[config.mk]
export PLATFORM = sky130hd
export DESIGN_NAME = urbq_stats
export DESIGN_NICKNAME = d
export VERILOG_FILES = /design/src/rtl/urbq_pkg.sv /design/src/rtl/urbq_stats.sv
export SDC_FILE = /design/constraint.sdc
export NUM_CORES = 1
export LEC_CHECK = 0
export ABC_AREA = 1
export BUFFER_PORTS_ARGS = -buffer_cell sky130_fd_sc_hd__buf_4
export CAP_MARGIN = 5
export CORE_MARGIN = 10
export CORE_UTILIZATION = 50
export DETAILED_ROUTE_END_ITERATION = 16
export PLACE_DENSITY = 0.84
export SETUP_SLACK_MARGIN = 0.02
export SLEW_MARGIN = 20
export SYNTH_ARGS = -nofsm -noshare
export SYNTH_HDL_FRONTEND = slang
export SYNTH_SLANG_ARGS = --single-unit
[constraint.sdc]
create_clock -name i_clk -period 1.81 [get_ports i_clk]
set_clock_uncertainty 0.2 [all_clocks]
set_input_delay 0.0905 -clock i_clk [delete_from_list [all_inputs] [get_ports i_clk]]
set_output_delay 0.0905 -clock i_clk [all_outputs]
set_load 0.005 [all_outputs]
[src/rtl/urbq_pkg.sv]
`default_nettype none

package urbq_pkg;

    // Operation codes carried in the input tuser field.
    typedef enum logic [2:0] {
        OP_RX_BYTE   = 3'd0,
        OP_APP_READ  = 3'd1,
        OP_APP_WRITE = 3'd2,
        OP_TX_READY  = 3'd3,
        OP_CLR_STATS = 3'd4
    } t_op;

    localparam int unsigned BYTE_W = 8;
    localparam int unsigned CNT_W  = 32;
    localparam int unsigned OUT_TDATA_W = 136;

    // Pointer/level updates applied to one ring in the processing cycle.
    typedef struct packed {
        logic push;
        logic pop;
    } t_ring_ctl;

    typedef struct packed {
        logic empty;
        logic full;
    } t_ring_sts;

    // Events that move the statistics counters.
    typedef struct packed {
        logic rx;
        logic drop;
        logic sent;
        logic clear;
    } t_stat_ev;

endpackage

`default_nettype wire

[src/rtl/urbq_stats.sv]
`default_nettype none

module urbq_stats
    import urbq_pkg::*;
(
    input  wire logic             i_clk,
    input  wire logic             i_rst_n,
    input  wire t_stat_ev         i_ev,
    output logic [CNT_W-1:0]      o_drop_total,
    output logic [CNT_W-1:0]      o_rx_total,
    output logic [CNT_W-1:0]      o_tx_total
);

    logic [CNT_W-1:0] r_drop, r_rx, r_tx;

    function automatic logic [CNT_W-1:0] sat_inc(input logic [CNT_W-1:0] v);
        return (v == '1) ? v : v + 1'b1;
    endfunction

    always_ff @(posedge i_clk) begin
        if (!i_rst_n || i_ev.clear) begin
            r_drop <= '0;
            r_rx   <= '0;
            r_tx   <= '0;
        end else begin
            if (i_ev.drop) r_drop <= sat_inc(r_drop);
            if (i_ev.rx)   r_rx   <= sat_inc(r_rx);
            if (i_ev.sent) r_tx   <= sat_inc(r_tx);
        end
    end

    assign o_drop_total = r_drop;
    assign o_rx_total   = r_rx;
    assign o_tx_total   = r_tx;

endmodule

`default_nettype wire

* Word-level counts from Yosys, hierarchy flattened
Index checks and enable logic that the tools add are counted.
** Word-level totals
- Flip-flop bits (word level) :: 96
- Bits of input ports :: 6
- Output and inout port bits :: 96
- Word-level logic and storage cells :: 17
** Cells by class
- Add/sub/neg operators :: 3
- Equality and inequality tests :: 3
- Bitwise gates (word level) :: 3
- Reduce and logical (&&, ||, !) cells :: 5
** Operator list (count)
- adder 32 x 1 -> 32 bit (second input constant) :: 3
- == test 32 bit (second input constant) :: 3
- AND reduction 2 bit :: 3
- NOT 1 bit :: 3
- logical NOT 1 bit :: 1
- logical OR 1 bit :: 1

* Logic depth before layout (Yosys ltp)
Gate-level depths: netlist of run 1.
- Word-level depth :: 3
- Mapped depth :: 11
- Mapped depth without buffers :: 11

* Worst setup path after synthesis of run 1
OpenSTA, ideal clock, no wires.
- Path type :: register to register
- Start :: register r_drop[0] (netlist: o_drop_total[0])
- End :: register r_drop[26] (netlist: o_drop_total[26])
- Arrival time :: 1538 ps
- Required time :: 1497 ps
- Setup slack :: -42 ps
- Stages on the path, launching flop included :: 11
- Period minus slack after synthesis :: 1852 ps
- Cell sequence :: dfxtp_1 > ha_1 > nand2_1 > nor2_2 > nand2_2 > nor2_4 > nand3_2 > buf_6 > buf_6 > a21oi_2 > nor2_1
** Between the ends
- Word-level cells in the longest chain between the ends :: 3
** Ends and longest elaborated chain
- start, declared :: line urbq_stats.sv:14 : logic [CNT_W-1:0] r_drop, r_rx, r_tx;
- start signal, assigned :: line urbq_stats.sv:26 : if (i_ev.drop) r_drop <= sat_inc(r_drop);
- parallel branches: the longest is 3 deep, another holds adder 32 x 1 -> 32 bit
Several ways; the timed one is not identified.
A chain may end at the register's enable or synchronous reset.

* Worst setup path after layout of run 1
- Start :: register r_drop[0] (netlist: o_drop_total[0])
- End :: register r_drop[30] (netlist: o_drop_total[30])
The elaborated chain is that of the path after synthesis.

==> results of run 1 <==
## power breakdown
part / internal, uW / total, uW / switching [uW]
clock: 1250 / 2170 / 918
combinational: 99.3 / 248 / 149
sequential: 2110 / 2120 / 9.18
total: 3470 / 4540 / 1080
## kinds of logic (layout without fill, tap and decap cells)
group / after synthesis / after routing
and+or+nand+nor: 644 / 645
buffers and inverters: 111 / 360
DFF: 96 / 96
AOI/OAI and AO/OA: 82 / 82
xor gates and xnor gates: 9 / 9
adders and majority gates: 3 / 3
## area by class of cell
cell class	instances	share of cell area, %
timing repair buffer	261	23.82
tap	143	1.903
clock buffer	10	2.541
multi-input combinational	739	46.41
sequential	96	20.94
clock inverter	6	0.9713
inverter	83	3.419
## synthesized netlist by cell type (all sizes together)
cell      n  area [sq um]
a21oi    67         369.1
a31oi    10         62.56
and2      1         6.260
buf      20         145.1
clkbuf    8         30.03
clkinv    1         3.750
dfxtp    96          1922
ha        3         37.54
inv      82         307.8
nand2   259         992.2
nand3   100         525.5
nand3b    2         15.01
nand4    30         187.7
nor2    239         944.6
nor3      8         40.04
nor3b     3         22.52
o21ai     5         25.02
or2       2         12.51
xnor2     2         17.52
xor2      7         61.31
## worst register-to-register path: stages (launching register included)
cell                      delay (ns)
sky130_fd_sc_hd__dfxtp_2        0.36
sky130_fd_sc_hd__ha_4           0.15
sky130_fd_sc_hd__buf_4          0.11
sky130_fd_sc_hd__nand3_1        0.20
sky130_fd_sc_hd__nor3_1         0.23
sky130_fd_sc_hd__nand2_1        0.10
sky130_fd_sc_hd__nor2_2         0.21
sky130_fd_sc_hd__nand3_1        0.13
sky130_fd_sc_hd__nand2_1        0.10
sky130_fd_sc_hd__nor2_1         0.04
## per-stage QoR
stage / total power [uW] / cells / setup slack [ns]
2_1_floorplan: 2281 / 945 / 0.02381
5_1_grt: 4628 / 1338 / -0.2676
3_3_place_gp: 2354 / 1281 / -0.07984
3_5_place_dp: 2360 / 1281 / -0.1061
4_1_cts: 4464 / 1321 / -0.01834
6_report: 4544 / 1338 / -0.1184
## sequential cells by signal, indices dropped and copies added, names as in the netlist
name          cells
o_drop_total     32
o_rx_total       32
o_tx_total       32
## per-layer routing
| metal | part of all wire (%) | routed length [microns] | track usage, % |
|---|---|---|---|
| met2 | 48 | 12190 | 40.40 |
| met4 | 6.4 | 1641 | 14.00 |
| met1 | 36 | 9201 | 26.47 |
| met3 | 9.6 | 2444 | 5.459 |
| met5 | 0 | 0 | 0 |
## worst max path at each step
| stage | startpoint | endpoint | cells after the start |
|---|---|---|---|
| detailed placement | o_tx_total[1]$_SDFFE_PP0P_ | o_tx_total[29]$_SDFFE_PP0P_ | 9 |
| CTS | o_tx_total[1]$_SDFFE_PP0P_ | o_tx_total[30]$_SDFFE_PP0P_ | 10 |
| global placement | o_drop_total[1]$_SDFFE_PP0P_ | o_drop_total[28]$_SDFFE_PP0P_ | 10 |
| global route | o_drop_total[0]$_SDFFE_PP0P_ | o_drop_total[30]$_SDFFE_PP0P_ | 9 |
| finish | o_drop_total[0]$_SDFFE_PP0P_ | o_drop_total[30]$_SDFFE_PP0P_ | 9 |
| floorplan | o_tx_total[1]$_SDFFE_PP0P_ | o_tx_total[21]$_SDFFE_PP0P_ | 10 |
## what timing repair did
item	in CTS	in global routing
resized for setup	81	238
hold buffers	5	0
gates cloned	3	6
setup endpoints to repair	84	96
endpoints found under the hold margin	27	0
buffers inserted	16	15
pin swaps	19	86
==> flow_summary_export.csv, run 1 <==
group,metric,value,unit
floorplan,core.rowCount,39,
setup_path,worst_r2r_startpoint,"o_drop_total[0]$_SDFFE_PP0P_",
sta,rsz0062_at_grt,"true",
sta,fin_worst_hold_slack,0.3052,ns
floorplan,die_w,127.0,microns
clock_network,tritoncts,"done",
sta,report.final.slew_viol_count,0,
setup_path,startpoint_class_of_the_critical_path,"flip-flop",
final_layout,final-seq-area,0.001969,sq mm
setup_path,reg2reg_depth,9,
setup_path,largest_incremental_delay_on_the_critical_path,0.36,ns
floorplan,dieHeight,127.0,microns
setup_path,cp.buffers_inverters,1,
final_layout,fillerInstances,608,
run,max_cap_violations,0,
sta,hold_violations_final,0,
sta,finalCritPeriodShare,106.5,%
setup_path,critical_path.top_delay_family,"simple AND/OR/NAND/NOR gates",
sta,actual_slew_at_the_worst_max_slew_pin,0.6014,ns
worst_hold_path,hold_end,"o_drop_total[4]$_SDFFE_PP0P_",
final_layout,area_growth_from_synthesis_to_layout,64.18,%
route,routed_via_density,5.994,
sta,final_critical_path_setup_slack,-0.1184,ns
outcome,status,"complete, but fails checks",
place,place.gp.congestion,0.9593,
grt,grt.overflow.total,0,
clock_network,cts.reportedPaths.clkPinSlew,0.07,ns
route,routed_wire_length_per_instance,19.04,microns
setup_path,worst-setup-path-type,"reg2reg",
sta,timing.final.setup_violations,77,
clock_network,number_of_h_tree_levels,3,
final_layout,multi_input_gate_area,0.004364,sq mm
yosys,mappedNetlistNets,954,
setup_path,crit_arrival,1.98,ns
place,place.detailed.hpwl,13.60,mm
worst_hold_path,timing.hold.worst.class,"reg2reg",
sta,final.setup.tns,-3.921,ns
final_layout,final_common_cell,"sky130_fd_sc_hd__buf_4",
sta,slew_headroom,59.86,%
yosys,synth_adder_area_share,0.6553,%
floorplan,pin_count,102,
worst_hold_path,hold_path_startpoint,"o_drop_total[4]$_SDFFE_PP0P_",
route,drt_iter0_markers,1325,
setup_path,cp_slowest_cell,"sky130_fd_sc_hd__dfxtp_2",
route,wirelength,25.48,mm
clock_network,clock_tree.buffer_depth,2,
grt,wire_length_of_the_first_global_routing_pass,32.62,mm
clock_network,cts.sink_count,96,
grt,first_global_vias,7049,
setup_path,crit_required,1.87,ns
power_and_ir_drop,p_leak,0.003823,uW
grt,grt_antenna_before_repair,0,
route,drt-pass1-iter-count,8,
yosys,synth-seq-cells,96,
clock_network,clock_latency,0.36,ns
power_and_ir_drop,vdd_drop_max,0.0004436,V
clock_network,cts-root-buf,"sky130_fd_sc_hd__clkbuf_16",
floorplan,start_util,50.60,%
yosys,synthSimpleGateAreaFrac,47.95,%
yosys,share_of_the_synthesized_area_in_compound_gates_ao_oa_aoi_oai,7.973,%
floorplan,core_area,0.01132,sq mm
setup_path,crit_path_max_fanout,3,
final_layout,numnets_final,1199,
grt,grt_usage,23.69,%
setup_path,critical_path.cell_chain,"ha_4, buf_4, nand3_1, nor3_1, nand2_1, nor2_2, nand3_1, nand2_1, nor2_1",
final_layout,post-route-util,83.07,%
yosys,sequential_area_share_after_synthesis,33.55,%
place,port_buffers,101,
yosys,synthesis.area_per_instance,6.061,sq um
yosys,synth.yosys.warnings,0,
setup_path,ff2ff_setup_slack,-0.12,ns
floorplan,design.die.area,0.01614,sq mm
route,routed-via-count,8020,
clock_network,cts_made_buffers,9,
final_layout,most_used_cells_in_the_layout_excluding_fill_and_tap_cells,"sky130_fd_sc_hd__buf_4 (224), sky130_fd_sc_hd__nand2_1 (210), sky130_fd_sc_hd__nor2_1 (171), sky130_fd_sc_hd__inv_1 (74), sky130_fd_sc_hd__dfxtp_1 (66)",
sta,fin_crit,1.928,ns
route,detail-route-antenna-nets,0,
final_layout,share_of_post_route_cells_with_drive_strength_above_1,44.69,%
yosys,largest_family_of_logic_cells_by_synthesized_area,"simple AND/OR/NAND/NOR gates",
final_layout,antenna-diode-count,0,
setup_path,worstSetupEndpointType,"flip-flop",
setup_path,worst_r2r_endpoint,"o_drop_total[30]$_SDFFE_PP0P_",
outcome,failed_checks,"negative setup slack",
power_and_ir_drop,p_per_area,483.1,mW/mm^2
yosys,parity_gate_share_of_the_synthesized_area_counting_xor_and_xnor_cells,1.376,%
sta,fmax,518.6,MHz
yosys,syn_area,0.005728,sq mm
worst_hold_path,number_of_stages_on_the_worst_hold_path,2,
yosys,synthDistinctLibCells,30,
place,post_dp_cell_area,0.007468,sq mm
yosys,yosys-mux-area-fraction,0,%
final_layout,postLayoutCellArea,0.009404,sq mm
yosys,post_synth_inst_count,945,
grt,grt_max_degree,31,
route,drcViolationCount,0,
Note: power is estimated with default switching activity, not from simulation.
==> run 2: changes to the inputs <==
--- a/config.mk
+++ b/config.mk
@@ -13,6 +13,8 @@
 export DETAILED_ROUTE_END_ITERATION = 16
 export PLACE_DENSITY = 0.84
 export SETUP_SLACK_MARGIN = 0.02
+export SKIP_CTS_REPAIR_TIMING = 1
+export SKIP_LAST_GASP = 1
 export SLEW_MARGIN = 20
 export SYNTH_ARGS = -nofsm -noshare
 export SYNTH_HDL_FRONTEND = slang
==> flow_summary_export.csv, run 2 (same netlist as run 1, synthesis figures left out) <==
group,metric,value,unit
power_and_ir_drop,vdd_drop_max,0.0008038,V
setup_path,worst-setup-path-type,"reg2reg",
power_and_ir_drop,p_leak,0.003785,uW
route,drcViolationCount,0,
route,routed_wire_length_per_instance,17.71,microns
setup_path,crit_arrival,2.02,ns
sta,actual_slew_at_the_worst_max_slew_pin,0.5206,ns
final_layout,final_common_cell,"sky130_fd_sc_hd__buf_4",
final_layout,postLayoutCellArea,0.009153,sq mm
clock_network,tritoncts,"done",
place,port_buffers,101,
route,wirelength,23.72,mm
floorplan,pin_count,102,
clock_network,cts.sink_count,96,
clock_network,cts-root-buf,"sky130_fd_sc_hd__clkbuf_16",
floorplan,core.rowCount,39,
place,place.gp.congestion,0.9593,
outcome,status,"complete, but fails checks",
clock_network,cts.reportedPaths.clkPinSlew,0.07,ns
grt,grt_usage,21.51,%
route,drt-pass1-iter-count,6,
place,post-place-ws,-0.1061,ns
grt,wire_length_of_the_first_global_routing_pass,29.91,mm
floorplan,start_util,50.60,%
outcome,failed_checks,"negative hold slack, negative setup slack",
sta,fin_crit,1.968,ns
run,max_cap_violations,0,
floorplan,design.die.area,0.01614,sq mm
final_layout,share_of_post_route_cells_with_drive_strength_above_1,40.64,%
setup_path,crit_required,1.86,ns
floorplan,die_w,127.0,microns
place,place.detailed.hpwl,13.60,mm
grt,grt.overflow.total,0,
grt,grt_max_degree,31,
clock_network,clock_tree.buffer_depth,2,
sta,report.final.slew_viol_count,0,
sta,timing.final.setup_violations,80,
power_and_ir_drop,p_per_area,492.1,mW/mm^2
sta,fin_worst_hold_slack,-0.007501,ns
final_layout,most_used_cells_in_the_layout_excluding_fill_and_tap_cells,"sky130_fd_sc_hd__buf_4 (224), sky130_fd_sc_hd__nand2_1 (222), sky130_fd_sc_hd__nor2_1 (180), sky130_fd_sc_hd__inv_1 (75), sky130_fd_sc_hd__dfxtp_1 (70)",
setup_path,startpoint_class_of_the_critical_path,"flip-flop",
sta,fmax,508.1,MHz
worst_hold_path,timing.hold.worst.class,"in2reg",
route,routed_via_density,5.873,
final_layout,area_growth_from_synthesis_to_layout,59.79,%
route,routed-via-count,7864,
route,detail-route-antenna-nets,0,
clock_network,number_of_h_tree_levels,3,
sta,final_critical_path_setup_slack,-0.1583,ns
setup_path,worstSetupEndpointType,"flip-flop",
setup_path,crit_path_max_fanout,6,
sta,final.setup.tns,-5.361,ns
sta,finalCritPeriodShare,108.7,%
place,post_dp_cell_area,0.007468,sq mm
floorplan,core_area,0.01132,sq mm
route,drt_iter0_markers,1047,
clock_network,clock_latency,0.36,ns
final_layout,numnets_final,1200,
grt,grt_antenna_before_repair,0,
final_layout,antenna-diode-count,0,
clock_network,cts_made_buffers,9,
sta,hold_violations_final,3,
sta,rsz0062_at_grt,"true",
grt,first_global_vias,6368,
sta,slew_headroom,65.26,%
floorplan,dieHeight,127.0,microns
-- run 2: cell count changes in the layout (fill, tap and decap cells not counted), moves of 4 or more --
cell,previous run,this run
sky130_fd_sc_hd__nand2_1,210,222
sky130_fd_sc_hd__dfxtp_1,66,70
sky130_fd_sc_hd__a31oi_2,5,1
sky130_fd_sc_hd__nor2_1,171,180
sky130_fd_sc_hd__a21oi_2,45,38
sky130_fd_sc_hd__a21oi_1,17,27
sky130_fd_sc_hd__nand2_2,31,22
sky130_fd_sc_hd__dfxtp_2,26,22
sky130_fd_sc_hd__clkbuf_16,13,17
sky130_fd_sc_hd__a31oi_1,2,9
sky130_fd_sc_hd__nor2_2,42,36
sky130_fd_sc_hd__nand3_2,26,30
-- run 2: per-stage QoR --
step	utilization, %	std cells	total power (uW)
2_1_floorplan	-	945	2281
3_3_place_gp	65.97	1281	2354
3_5_place_dp	65.97	1281	2360
4_1_cts	68.89	1297	4447
5_1_grt	80.85	1339	4597
6_report	80.85	1339	4504
-- run 2: final cells by class --
| cell class | instances | area, sq um |
|---|---|---|
| Clock buffer | 10 | 239.0 |
| Clock inverter | 6 | 91.34 |
| Fill cell | 657 | 2168 |
| Inverter | 83 | 314.1 |
| Multi-Input combinational cell | 741 | 4108 |
| Sequential cell | 96 | 1964 |
| Tap cell | 143 | 178.9 |
| Timing Repair Buffer | 260 | 2257 |
-- run 2: per-layer routing --
layer	share of wire [%]	GRT usage, %	routed length [microns]	vias up
met3	8.5	4.218	2026	124
met2	50	36.51	11770	546
met4	4.0	9.042	955	0
li1	-	-	-	3539
met1	38	25.95	8965	3655
met5	0	0	0	-
-- run 2: where the power goes --
part	switching [uW]	internal (uW)
Sequential	9.65	2110
Clock	900	1250
Combinational	136	89.3
-- run 2: critical path, stage by stage, from the launching register on --
cell and delay [ns]:
sky130_fd_sc_hd__dfxtp_2 0.37, sky130_fd_sc_hd__ha_4 0.15, sky130_fd_sc_hd__nand2_4 0.05, sky130_fd_sc_hd__nor2_4 0.14, sky130_fd_sc_hd__nand2_2 0.10, sky130_fd_sc_hd__nor2_4 0.18
sky130_fd_sc_hd__nand3_4 0.22, sky130_fd_sc_hd__clkbuf_16 0.23, sky130_fd_sc_hd__a21oi_2 0.15, sky130_fd_sc_hd__nor2_1 0.08
-- run 2: path summary, 6_finish.rpt --
| kind | endpoint | slack (ns) | start | depth (start not counted) |
|---|---|---|---|---|
| setup / recovery | o_tx_total[14]$_SDFFE_PP0P_ | -0.16 | o_tx_total[1]$_SDFFE_PP0P_ | 9 |
| hold / removal | o_drop_total[0]$_SDFFE_PP0P_ | -0.008 | i_ev[0] | 5 |
| setup reg to reg | o_tx_total[14]$_SDFFE_PP0P_ | -0.16 | o_tx_total[1]$_SDFFE_PP0P_ | 9 |
| hold reg to reg | o_rx_total[3]$_SDFFE_PP0P_ | 0.31 | o_rx_total[3]$_SDFFE_PP0P_ | 2 |
==> run 3: changes to the inputs <==
--- a/config.mk
+++ b/config.mk
@@ -9,9 +9,9 @@
 export BUFFER_PORTS_ARGS = -buffer_cell sky130_fd_sc_hd__buf_4
 export CAP_MARGIN = 5
 export CORE_MARGIN = 10
-export CORE_UTILIZATION = 50
+export CORE_UTILIZATION = 51
 export DETAILED_ROUTE_END_ITERATION = 16
-export PLACE_DENSITY = 0.84
+export PLACE_DENSITY = 0.86
 export SETUP_SLACK_MARGIN = 0.02
 export SKIP_CTS_REPAIR_TIMING = 1
 export SKIP_LAST_GASP = 1
==> flow_summary_export.csv, run 3 (same netlist as run 1, synthesis figures left out) <==
group,metric,value,unit
setup_path,crit_path_max_fanout,4,
sta,slew_headroom,60.92,%
sta,fin_worst_hold_slack,-0.007492,ns
clock_network,cts.reportedPaths.clkPinSlew,0.07,ns
setup_path,crit_arrival,2.07,ns
setup_path,cp.buffers_inverters,1,
clock_network,tritoncts,"done",
route,drt-pass1-iter-count,7,
route,drcViolationCount,0,
final_layout,final_common_cell,"sky130_fd_sc_hd__nand2_1",
sta,hold_violations_final,1,
setup_path,worstSetupEndpointType,"flip-flop",
route,drt_iter0_markers,995,
grt,grt_max_degree,41,
sta,finalCritPeriodShare,112.1,%
route,met2_wirelength,10.76,mm
power_and_ir_drop,p_per_area,506.4,mW/mm^2
route,detail_route.wirelength.met1,8.571,mm
grt,grt_usage,20.88,%
sta,report.final.slew_viol_count,0,
floorplan,core_area,0.01094,sq mm
route,wirelength,22.44,mm
sta,rsz0062_at_grt,"true",
route,uppermost_metal_layer_occupied_by_signal_nets,"met4",
clock_network,clock_latency,0.35,ns
place,post-place-ws,-0.09861,ns
power_and_ir_drop,vdd_drop_max,0.0006489,V
route,routed-via-count,7630,
clock_network,clock_tree.buffer_depth,2,
setup_path,worst-setup-path-type,"reg2reg",
floorplan,core.rowCount,38,
outcome,status,"complete, but fails checks",
route,detail-route-antenna-nets,0,
run,max_cap_violations,0,
setup_path,cp_slowest_cell,"sky130_fd_sc_hd__dfxtp_1",
final_layout,share_of_post_route_cells_with_drive_strength_above_1,36.74,%
setup_path,crit_required,1.86,ns
final_layout,fin_cells,1313,
route,routed_via_density,5.811,
sta,actual_slew_at_the_worst_max_slew_pin,0.5855,ns
grt,grt.overflow.total,0,
place,port_buffers,101,
sta,fmax,493.1,MHz
place,place.detailed.instances,1270,
sta,fin_crit,2.028,ns
final_layout,numnets_final,1177,
place,place.gp.congestion,0.9800,
floorplan,dieHeight,126.0,microns
outcome,failed_checks,"negative hold slack, negative setup slack",
final_layout,antenna-diode-count,0,
clock_network,cts_made_buffers,9,
clock_network,cts.sink_count,96,
worst_hold_path,timing.hold.worst.class,"in2reg",
place,place.detailed.hpwl,13.30,mm
setup_path,timing.critical_path.mode_cell,"sky130_fd_sc_hd__nand2_1",
final_layout,area_growth_from_synthesis_to_layout,49.96,%
floorplan,die_w,126.0,microns
sta,timing.final.setup_violations,50,
grt,first_global_vias,6313,
setup_path,critical_path.cell_chain,"buf_4, nand2_1, nor2_1, nand2_1, nor2_2, nand2_2, nor2_2, nand3_1, nand2_1, nor2_1",
grt,grt_antenna_before_repair,0,
setup_path,largest_incremental_delay_on_the_critical_path,0.37,ns
floorplan,start_util,52.38,%
setup_path,startpoint_class_of_the_critical_path,"flip-flop",
grt,wire_length_of_the_first_global_routing_pass,28.82,mm
floorplan,design.die.area,0.01587,sq mm
clock_network,number_of_h_tree_levels,3,
clock_network,cts-root-buf,"sky130_fd_sc_hd__clkbuf_16",
floorplan,pin_count,102,
setup_path,critical_path.top_delay_family,"simple AND/OR/NAND/NOR gates",
power_and_ir_drop,p_leak,0.003545,uW
sta,final_critical_path_setup_slack,-0.2181,ns
route,routed_wire_length_per_instance,17.09,microns
route,met3WireLength,2.017,mm
final_layout,most_used_cells_in_the_layout_excluding_fill_and_tap_cells,"sky130_fd_sc_hd__nand2_1 (229), sky130_fd_sc_hd__buf_4 (216), sky130_fd_sc_hd__nor2_1 (185), sky130_fd_sc_hd__nand3_1 (77), sky130_fd_sc_hd__inv_1 (74)",
==> run 3: cell count changes in the layout (fill, tap and decap cells not counted), moves of 6 or more <==
cell	before	now
sky130_fd_sc_hd__nand2_1	222	229
sky130_fd_sc_hd__a21oi_1	27	37
sky130_fd_sc_hd__a21oi_2	38	28
sky130_fd_sc_hd__buf_4	224	216
sky130_fd_sc_hd__nand2_4	15	9
sky130_fd_sc_hd__nand3_2	30	21
sky130_fd_sc_hd__nand3_1	66	77
==> run 3: layout make-up <==
| class | count | area, sq um |
|---|---|---|
| clock buffers | 12 | 256.5 |
| well taps | 140 | 175.2 |
| clock inverters | 4 | 51.30 |
| repair buffers | 239 | 1938 |
| fillers | 706 | 2346 |
| multi-input cells | 739 | 3885 |
| flip-flops and latches | 96 | 1967 |
| inverters | 83 | 316.6 |
==> run 3: layer usage <==
metal	track usage, %	vias up
met5	0	-
met1	25.77	3516
met4	7.368	0
met3	4.362	135
met2	35.15	496
li1	-	3483
==> run 3: stage by stage <==
stage	total power, uW	TNS (ns)	cell area [sq um]	utilization (%)	hold slack [ns]
2_1_floorplan	2281	0	5752	-	0.08683
3_3_place_gp	2344	-0.1986	7367	67.37	0.2325
3_5_place_dp	2348	-1.152	7367	67.37	0.2370
4_1_cts	4296	-3.231	7675	70.18	-0.1250
5_1_grt	4455	-9.056	8589	78.55	0.01011
6_report	4350	-3.078	8589	78.55	-0.007492
==> run 3: worst min-delay path, cell delays in order <==
cell	delay [ns]
sky130_fd_sc_hd__buf_4	0.09
sky130_fd_sc_hd__nor2_4	0.05
sky130_fd_sc_hd__buf_4	0.17
sky130_fd_sc_hd__nand2_2	0.07
sky130_fd_sc_hd__nor2_1	0.03
==> run 3: path summary, 6_finish.rpt <==
check	slack (ns)	cells past startpoint	end	from
worst min register to register	0.31	2	o_drop_total[5]$_SDFFE_PP0P_	o_drop_total[5]$_SDFFE_PP0P_
worst min-delay path	-0.007	5	o_drop_total[0]$_SDFFE_PP0P_	i_ev[0]
worst max register to register	-0.22	10	o_drop_total[27]$_SDFFE_PP0P_	o_drop_total[13]$_SDFFE_PP0P_
worst max-delay path	-0.22	10	o_drop_total[27]$_SDFFE_PP0P_	o_drop_total[13]$_SDFFE_PP0P_
==> run 3: where the power goes <==
part           switching, uW  leakage, uW  internal [uW]  total, uW
Combinational            131      0.00261           84.6        215
Sequential              9.80     0.000788           2110       2120
Clock                    860     0.000149           1150       2010
Total                   1000      0.00354           3350       4350
